**config.mk**
```make
export PLATFORM = sky130hd
export DESIGN_NAME = dqls_cfg
export DESIGN_NICKNAME = d
export VERILOG_FILES = /design/src/rtl/dqls_pkg.sv /design/src/rtl/dqls_cfg.sv
export SDC_FILE = /design/constraint.sdc
export NUM_CORES = 2
export LEC_CHECK = 0
export BUFFER_PORTS_ARGS = -buffer_cell sky130_fd_sc_hd__buf_2
export CAP_MARGIN = 10
export CELL_PAD_IN_SITES_DETAIL_PLACEMENT = 0
export CELL_PAD_IN_SITES_GLOBAL_PLACEMENT = 1
export CORE_UTILIZATION = 46
export DETAILED_ROUTE_END_ITERATION = 8
export PLACE_DENSITY_LB_ADDON = 0.1
export SLEW_MARGIN = 20
export SYNTH_ARGS = -nofsm -noshare
export SYNTH_HDL_FRONTEND = slang
export SYNTH_SLANG_ARGS = --single-unit
```
**constraint.sdc**
```tcl
create_clock -name clk -period 8.1 [get_ports clk]
set_clock_uncertainty 0.2 [all_clocks]
set_input_delay 1.62 -clock clk [delete_from_list [all_inputs] [get_ports clk]]
set_output_delay 1.62 -clock clk [all_outputs]
set_load 0.005 [all_outputs]
```
**src/rtl/dqls_pkg.sv**
```systemverilog
// shared constants, types and the ln lookup table for the scorer
// no dependencies
package dqls_pkg;

    localparam int COUNT_BITS     = 24;
    localparam int LOG_TABLE_BITS = 8;
    localparam int TAB_SIZE       = (1 << LOG_TABLE_BITS) + 1;

    localparam int CNT_W  = 24;
    localparam int W_W    = 48;
    localparam int N_W    = W_W + 1;
    localparam int E_W    = 6;
    localparam int REM_W  = 32 - LOG_TABLE_BITS;
    localparam int LN_W   = 39;
    localparam int DIV_STEPS = 65;

    localparam logic [32:0] CNT_MAX = 33'((64'd1 << COUNT_BITS) - 64'd1);
    localparam logic [W_W-1:0] W_MAX   = {W_W{1'b1}};
    localparam logic [W_W-1:0] W_RESET = 48'd163840000;
    localparam logic [23:0] MU_RESET = 24'd640000;
    localparam logic [23:0] QB_RESET = 24'd65536;
    localparam logic [31:0] LN2_Q32  = 32'd2977044472;

    typedef enum logic [2:0] {
        REG_MU          = 3'd0,
        REG_QUERY_BOOST = 3'd1,
        REG_TERM_TOTAL  = 3'd2,
        REG_FIELD_TOTAL = 3'd3,
        REG_MERGE_MODE  = 3'd4,
        REG_USE_FILTER  = 3'd5
    } reg_idx_t;

    localparam logic [2:0] NUM_REGS = 3'd6;

    localparam logic [1:0] MERGE_OVERWRITE = 2'd0;
    localparam logic [1:0] MERGE_ADD       = 2'd1;
    localparam logic [1:0] MERGE_MAX       = 2'd2;

    typedef struct packed {
        logic [23:0]    mu;
        logic [23:0]    query_boost;
        logic [1:0]     merge_mode;
        logic           use_filter;
        logic [W_W-1:0] weight;
        logic           busy;
    } cfg_t;

    typedef struct packed {
        logic signed [31:0] prior;
        logic               blk_end;
        logic [31:0]        boost;
        logic               nzero;
        logic               apply;
    } side_t;

    typedef logic [31:0] ln_tab_t [0:TAB_SIZE-1];

    // restoring shift-subtract quotient, only used while building the table
    function automatic logic [63:0] udiv64(logic [63:0] a, logic [63:0] b);
        logic [63:0] q;
        logic [64:0] r;
        q = '0;
        r = '0;
        for (int j = 63; j >= 0; j--)
        begin
            r = {r[63:0], a[j]};
            if (r >= {1'b0, b})
            begin
                r    = r - {1'b0, b};
                q[j] = 1'b1;
            end
        end
        return q;
    endfunction

    // ln(1 + i/2^LOG_TABLE_BITS) in Q32 via the atanh series, evaluated at elaboration
    function automatic ln_tab_t build_ln_tab();
        ln_tab_t     t;
        logic [63:0] den;
        logic [63:0] z;
        logic [63:0] z2;
        logic [63:0] term;
        logic [63:0] sum;
        for (int i = 0; i < TAB_SIZE; i++)
        begin
            den  = 64'((1 << (LOG_TABLE_BITS + 1)) + i);
            z    = udiv64(64'(i) << 32, den);
            z2   = (z * z) >> 32;
            term = z;
            sum  = z;
            for (int k = 1; k < 64; k++)
            begin
                if (term != 64'd0)
                begin
                    term = (term * z2) >> 32;
                    sum  = sum + udiv64(term, 64'(2 * k + 1));
                end
            end
            t[i] = 32'(sum << 1);
        end
        return t;
    endfunction

    localparam ln_tab_t LN_TAB = build_ln_tab();

endpackage

```
**src/rtl/dqls_cfg.sv**
```systemverilog
// configuration registers and the bit-serial background weight divider
// depends on dqls_pkg
module dqls_cfg (
    input  logic          clk,
    input  logic          rst_n,
    input  logic          cfg_we,
    input  logic [2:0]    cfg_index,
    input  logic [31:0]   cfg_data,
    output dqls_pkg::cfg_t cfg
);
    import dqls_pkg::*;

    typedef enum logic [1:0] {ST_IDLE, ST_MUL, ST_DIV} state_t;

    state_t         state_reg;
    logic [23:0]    mu_reg;
    logic [23:0]    qb_reg;
    logic [31:0]    ttf_reg;
    logic [31:0]    ftf_reg;
    logic [1:0]     mode_reg;
    logic           filt_reg;
    logic [W_W-1:0] weight_reg;
    logic [6:0]     cnt_reg;
    logic [64:0]    dvd_reg;
    logic [32:0]    rem_reg;
    logic [W_W-1:0] q_reg;
    logic           ovf_reg;

    logic [32:0]    den;
    logic [33:0]    r2;
    logic           ge;
    logic [32:0]    rem_next;
    logic [W_W-1:0] q_next;
    logic           ovf_next;
    logic [56:0]    prod;

    always_comb
    begin
        den      = {1'b0, ftf_reg} + 33'd1;
        prod     = 57'(mu_reg) * 57'({1'b0, ttf_reg} + 33'd1);
        r2       = {rem_reg, dvd_reg[64]};
        ge       = (r2 >= {1'b0, den});
        rem_next = ge ? 33'(r2 - {1'b0, den}) : r2[32:0];
        q_next   = {q_reg[W_W-2:0], ge};
        // quotient bits above the weight width mean saturation
        ovf_next = ovf_reg | q_reg[W_W-1];
    end

    always_ff @(posedge clk or negedge rst_n)
    begin
        if (!rst_n)
        begin
            state_reg  <= ST_IDLE;
            mu_reg     <= MU_RESET;
            qb_reg     <= QB_RESET;
            ttf_reg    <= '0;
            ftf_reg    <= '0;
            mode_reg   <= MERGE_OVERWRITE;
            filt_reg   <= 1'b0;
            weight_reg <= W_RESET;
            cnt_reg    <= '0;
            dvd_reg    <= '0;
            rem_reg    <= '0;
            q_reg      <= '0;
            ovf_reg    <= 1'b0;
        end
        else if (cfg_we)
        begin
            case (reg_idx_t'(cfg_index))
                REG_MU:          mu_reg   <= cfg_data[23:0];
                REG_QUERY_BOOST: qb_reg   <= cfg_data[23:0];
                REG_TERM_TOTAL:  ttf_reg  <= cfg_data;
                REG_FIELD_TOTAL: ftf_reg  <= cfg_data;
                REG_MERGE_MODE:  mode_reg <= cfg_data[1:0];
                REG_USE_FILTER:  filt_reg <= cfg_data[0];
                default: ;
            endcase
            if (cfg_index < NUM_REGS)
            begin
                state_reg <= ST_MUL;
            end
        end
        else
        begin
            case (state_reg)
                ST_MUL:
                begin
                    dvd_reg   <= {prod, 8'd0};
                    rem_reg   <= '0;
                    q_reg     <= '0;
                    ovf_reg   <= 1'b0;
                    cnt_reg   <= '0;
                    state_reg <= ST_DIV;
                end
                ST_DIV:
                begin
                    dvd_reg <= {dvd_reg[63:0], 1'b0};
                    rem_reg <= rem_next;
                    q_reg   <= q_next;
                    ovf_reg <= ovf_next;
                    cnt_reg <= cnt_reg + 7'd1;
                    if (cnt_reg == 7'(DIV_STEPS - 1))
                    begin
                        weight_reg <= ovf_next ? W_MAX : q_next;
                        state_reg  <= ST_IDLE;
                    end
                end
                default: state_reg <= ST_IDLE;
            endcase
        end
    end

    assign cfg.mu          = mu_reg;
    assign cfg.query_boost = qb_reg;
    assign cfg.merge_mode  = mode_reg;
    assign cfg.use_filter  = filt_reg;
    assign cfg.weight      = weight_reg;
    assign cfg.busy        = (state_reg != ST_IDLE);

endmodule

```
After elaboration in Yosys (flattened, before gate mapping)
Cells that the tools add are included.
{"block": "totals", "mem_bits_ro": 0, "latch_bits": 0, "memories": 0, "output_inout_bits": 100, "word_cells": 55, "regBits": 319, "inputBits": 38, "ramBits": 0}
{"block": "op_classes", "muxes": 11, "n_shift": 0, "bitwise_logic": 2, "magnitude_cmp": 2, "reduce_logical": 12, "div_mod_pow": 0, "multipliers": 1, "add_sub_neg": 4, "eq_ne": 10}
{"op": "case mux 65 bit (2 select lines)", "count": 1}
{"op": "case mux 48 bit (2 select lines)", "count": 1}
{"op": "adder 32 x 1 -> 33 bit, second input constant", "count": 2}
{"op": "case mux 33 bit (2 select lines)", "count": 1}
{"op": "multiplier 24 x 33 -> 57 bit", "count": 1}
{"op": "2-to-1 mux 48 bit", "count": 1}
{"op": ">= comparator 34 x 33 -> 1 bit", "count": 1}
{"op": "2-to-1 mux 33 bit", "count": 1}
{"op": "subtractor 33 bit", "count": 1}
{"op": "AND reduction 2 bit", "count": 8}
{"op": "case mux 7 bit (2 select lines)", "count": 1}
{"op": "adder 7 x 1 -> 7 bit, second input constant", "count": 1}
{"op": "equality test 7 bit, second input constant", "count": 1}
{"op": "equality test 3 x 2 -> 1 bit, second input constant", "count": 2}
{"op": "equality test 3 bit, second input constant", "count": 2}
{"op": "2-to-1 mux 2 bit", "count": 3}
{"op": "case mux 2 bit (2 select lines)", "count": 1}
{"op": "nonzero test 2 bit", "count": 2}
{"op": "equality test 3 x 1 -> 1 bit, second input constant", "count": 1}
{"op": "logical NOT 3 bit", "count": 1}
{"op": "less-than comparator 3 bit, second input constant", "count": 1}
{"op": "inequality test 3 bit, second input constant", "count": 1}
{"op": "AND reduction 3 bit", "count": 1}
{"op": "equality test 2 x 1 -> 1 bit, second input constant", "count": 1}
{"op": "other kinds (5)", "count": 5}

Longest topological paths before layout
{"block": "logic_depth", "ltp_word": 4, "ltp_mapped": 35}

Worst setup path after synthesis
No wires, ideal clock.
{"block": "synth_timing", "path_kind": "reg-to-reg", "from": "reg ttf_reg[0]", "to": "reg dvd_reg[64]", "stages_incl_launch_ff": 33, "path_buffers": 3, "setup_slack_ps": -328, "t_arrival_ps": 8089, "period_less_slack_ps": 8428, "t_required_ps": 7761, "setup_time_ps": 139, "path_cell_list": "dfrtp_1 ha_1 and3_1 clkbuf_1 nand3_1 nor2_1 nand4_1 xnor2_1 clkbuf_1 and2_1 fa_1 fa_1 inv_1 fa_1 fa_1 inv_1 fa_1 fa_1 inv_1 fa_1 inv_1 ha_1 clkbuf_1 nand2_1 nor3_1 nand3_1 a211oi_1 nor3b_2 o41a_1 o2111ai_1 a31oi_1 xnor2_1 o221ai_1"}
{"block": "synth_via", "elab_chain_cells": 3}
{"item": "start, declared", "line_no": "dqls_cfg.sv:18", "text": "logic [31:0] ttf_reg;"}
{"item": "start signal, assigned", "line_no": "dqls_cfg.sv:72", "text": "REG_TERM_TOTAL: ttf_reg <= cfg_data;"}
{"item": "adder 32 x 1 -> 33 bit", "line_no": "dqls_cfg.sv:40", "text": "prod = 57'(mu_reg) * 57'({1'b0, ttf_reg} + 33'd1);"}
{"item": "multiplier 24 x 33 -> 57 bit", "line_no": "dqls_cfg.sv:40"}
{"item": "case mux 65 bit (2 select lines)", "line_no": "dqls_cfg.sv:85", "text": "case (state_reg)"}
{"item": "end signal, assigned", "line_no": "dqls_cfg.sv:88", "text": "dvd_reg <= {prod, 8'd0};"}
{"item": "end signal, assigned", "line_no": "dqls_cfg.sv:97", "text": "dvd_reg <= {dvd_reg[63:0], 1'b0};"}
{"item": "end, declared", "line_no": "dqls_cfg.sv:24", "text": "logic [64:0] dvd_reg;"}
No other way between the ends. The select of a mux whose other input is x is not followed.
A chain may end at the register's enable or synchronous reset.

Worst setup path after layout
{"block": "layout_timing", "from": "reg ttf_reg[3]", "to": "reg dvd_reg[62]"}
The elaborated chain is that of the path after synthesis.

==> results.yml <==
run_status:
  status: "complete, but fails checks"
  violations: "setup timing"
drt:
  vias_per_cell: 5.18
  drc: 0
  drt_iter0_markers: 1648
  wl_per_cell_um: 19.0
  routed_wl_um: 112000
  route.vias.total: 30427
  dr.pass1.iters: 6
  postRouteAntennaNets: 0
final_layout:
  nFillCells: 8017
  fin_nets: 5629
  drive_gt1_share_pct: 19.1
  num_antenna_cells: 0
  largest_reg_flops: 57
  syn_to_final_growth_pct: 17.5
  finalNonFillerCells: 5869
grt:
  grt_use_met2_pct: 42.1
  top_usage_layer: "met2"
  grt_util_met3_pct: 2.76
  grt_max_degree: 140
  grt_pass1_vias: 32010
  grt_pass1_wl_um: 183000
  antenna_found_initial: 2
  grt-ovfl-total: 0
  grt_use_total_pct: 25.9
  grtUsageMet1_pct: 38.3
sta:
  rsz0062_at_grt: "true"
  worstMarginPinSlew_ps: 1020
  fin_ws_ps: -178
  finalSetupViolations: 11
  clock.fmax_mhz: 121
  drv_slew: 0
  finalHoldViolations: 0
  period_minus_slack_ps: 8280
  slew_headroom_pct: 31.9
  period_share_pct: 102
synth:
  synthesis.area_mm2: 0.0405
  synth_fp_nets: 5329
  synth_edf_count: 0
  synth_ff_type: "dfrtp_1"
  netlist-cell-type-count: 74
  synthCells: 4387
  synth.avg_cell_area_um2: 9.24
  yosysWarnings: 0
  ys_seq_area_share_pct: 19.2
  ys_ff_latch: 311
  synthArstFlopShare_pct: 100
clocking:
  clk_pin_slew_worst_paths_ps: 70
  cts.hold.buffers_added: 0
  clock-sinks: 311
  cts_buffer_depth: 3
  h-tree-depth: 2
  insertion_delay_ps: 550
  cts-root-buf: "clkbuf_16"
  cts-buffers-inserted: 35
  cts_tree: "done"
floorplan:
  die_area_mm2: 0.0893
  start_util_pct: 46.6
  die_y_um: 299
  core-area_mm2: 0.0870
  pin_count: 138
  chipWidth_um: 299
  num_rows: 108
critical_path:
  critPathKind: "register to register"
  worstPathArrival_ps: 8480
  cpMostUsedCell: "fa_1"
  slowest_stage: "fa_1"
  end_kind: "register"
  max_stage_delay_ps: 510
  cp_max_fo: 5
  crit_required_ps: 8310
  critPathLaunchType: "register"
placement:
  portBuffers: 137
  hpwl_um: 89200
  dpl.cell_count: 5753
  place_congestion: 0.862
run:
  drv_cap: 0
hold_path:
  hold_path.class: "register to register"
## metrics by stage
| stage | setup WS (ps) | setup TNS [ps] | hold slack [ps] | area, um2 | utilization (%) |
|---|---|---|---|---|---|
| after global routing | -461 | -7720 | 297 | 47600 | 54.8 |
| after floorplan | -39.7 | -89.7 | 241 | 40600 | - |
| after global placement | -559 | -8240 | 258 | 44900 | 51.6 |
| after detailed placement | -571 | -7490 | 267 | 44900 | 51.6 |
| after CTS | -189 | -1490 | 283 | 47200 | 54.2 |
| final | -178 | -887 | 280 | 47600 | 54.8 |
## cells in the mapped netlist, types with 49 or more instances
library cell / instances / share of area, %
xor2_1: 58 / 1.3
nor2_1: 110 / 1.0
a21oi_1: 148 / 1.8
o21ai_0: 89 / 1.1
a21o_1: 49 / 0.91
fa_1: 681 / 34
dfrtp_1: 300 / 19
and2_1: 373 / 5.8
nand3_1: 97 / 1.2
nand2_1: 644 / 6.0
clkbuf_1: 234 / 2.2
inv_1: 771 / 7.1
ha_1: 223 / 6.9
xnor2_1: 78 / 1.7
mux2_2: 115 / 3.2
## timing repair
item | CTS | global route
gates resized for setup | 152 | 81
cloned | 2 | 1
buffers inserted | 38 | 13
endpoints found under the setup margin | 31 | 36
endpoints found under the hold margin | 0 | 0
pin swaps | 106 | 69
## layout make-up
class                   instances  area (um2)  area share [%]
well taps                    1155        1450            3.03
inverters                     771        2890            6.07
repair buffers                515        4150            8.72
flip-flops and latches        311        7800            16.4
multi-input cells            3053       30200            63.4
clock inverters                20         203           0.425
clock buffers                  44         950            1.99
## worst max-delay path: cells and delay by family, from the launching register on
kind	cells	cell delay, ps
AOI/OAI and AO/OA	7	1060
xor gates and xnor gates	2	310
adders and majority gates	8	3670
buffers and inverters	12	1350
DFF	1	350
and+or+nand+nor	9	1160
## routing by layer
metal,vias to the layer above,routed length [um],share of wire [%]
met5,-,0,0
met4,0,1810,1.6
met3,90,4190,3.7
met2,504,52800,47
met1,15699,53000,47
li1,14134,-,-
## kinds of logic (layout without fill, tap and decap cells)
logic type	count (synthesis)	after routing	share of synthesized area (%)
xor+xnor	136	137	2.94
mux	126	126	3.47
fa+ha+maj	904	904	40.5
simple gates	1384	1384	16.4
buf+inv	1024	1350	9.51
flops	311	311	19.2
compound gates	502	502	7.92
## final timing paths
check | start | to | slack, ps | depth (start not counted)
worst min-delay path | dvd_reg[61] | dvd_reg[61] | 280 | 2
worst max-delay path | ttf_reg[3] | dvd_reg[62] | -180 | 38
min in group asynchronous | rst_n | q_reg[25] | 870 | 1
worst max register to register | ttf_reg[3] | dvd_reg[62] | -180 | 38
max in group asynchronous | rst_n | q_reg[41] | 5350 | 2
worst min register to register | dvd_reg[61] | dvd_reg[61] | 280 | 2
## placed cells by master (no fill, tap or decap), types with 9 or more instances in the layout
| cell type | Yosys | final |
|---|---|---|
| buf_6 | 0 | 24 |
| xnor2_1 | 78 | 52 |
| inv_2 | 0 | 10 |
| and2_4 | 0 | 10 |
| nand2_1 | 644 | 634 |
| mux2_2 | 115 | 115 |
| o21a_1 | 13 | 13 |
| xor2_1 | 58 | 48 |
| nor2_1 | 110 | 104 |
| a21oi_1 | 148 | 131 |
| buf_12 | 0 | 39 |
| o22a_1 | 48 | 48 |
| nand3_1 | 97 | 89 |
| and2_1 | 373 | 363 |
| a22o_1 | 9 | 9 |
| o21ai_1 | 39 | 47 |
| o21ai_0 | 89 | 73 |
| nand2b_1 | 16 | 15 |
| nand4_1 | 33 | 33 |
| fa_2 | 0 | 15 |
| dfrtp_1 | 300 | 300 |
| xnor2_2 | 0 | 23 |
| ha_1 | 223 | 201 |
| nor2b_1 | 32 | 30 |
| clkbuf_16 | 0 | 35 |
| buf_4 | 1 | 311 |
| nor3_1 | 21 | 18 |
| and3_1 | 28 | 20 |
| a21o_1 | 49 | 49 |
| mux2i_1 | 11 | 11 |
| inv_1 | 771 | 761 |
| a31oi_1 | 20 | 15 |
| ha_4 | 0 | 22 |
| a21oi_2 | 2 | 16 |
| o21bai_1 | 11 | 10 |
| fa_1 | 681 | 666 |
| buf_2 | 8 | 136 |
| dfstp_2 | 11 | 11 |
Power is not shown: default switching activity piles up to over one toggle a cycle in this logic, so the estimate is an artifact.
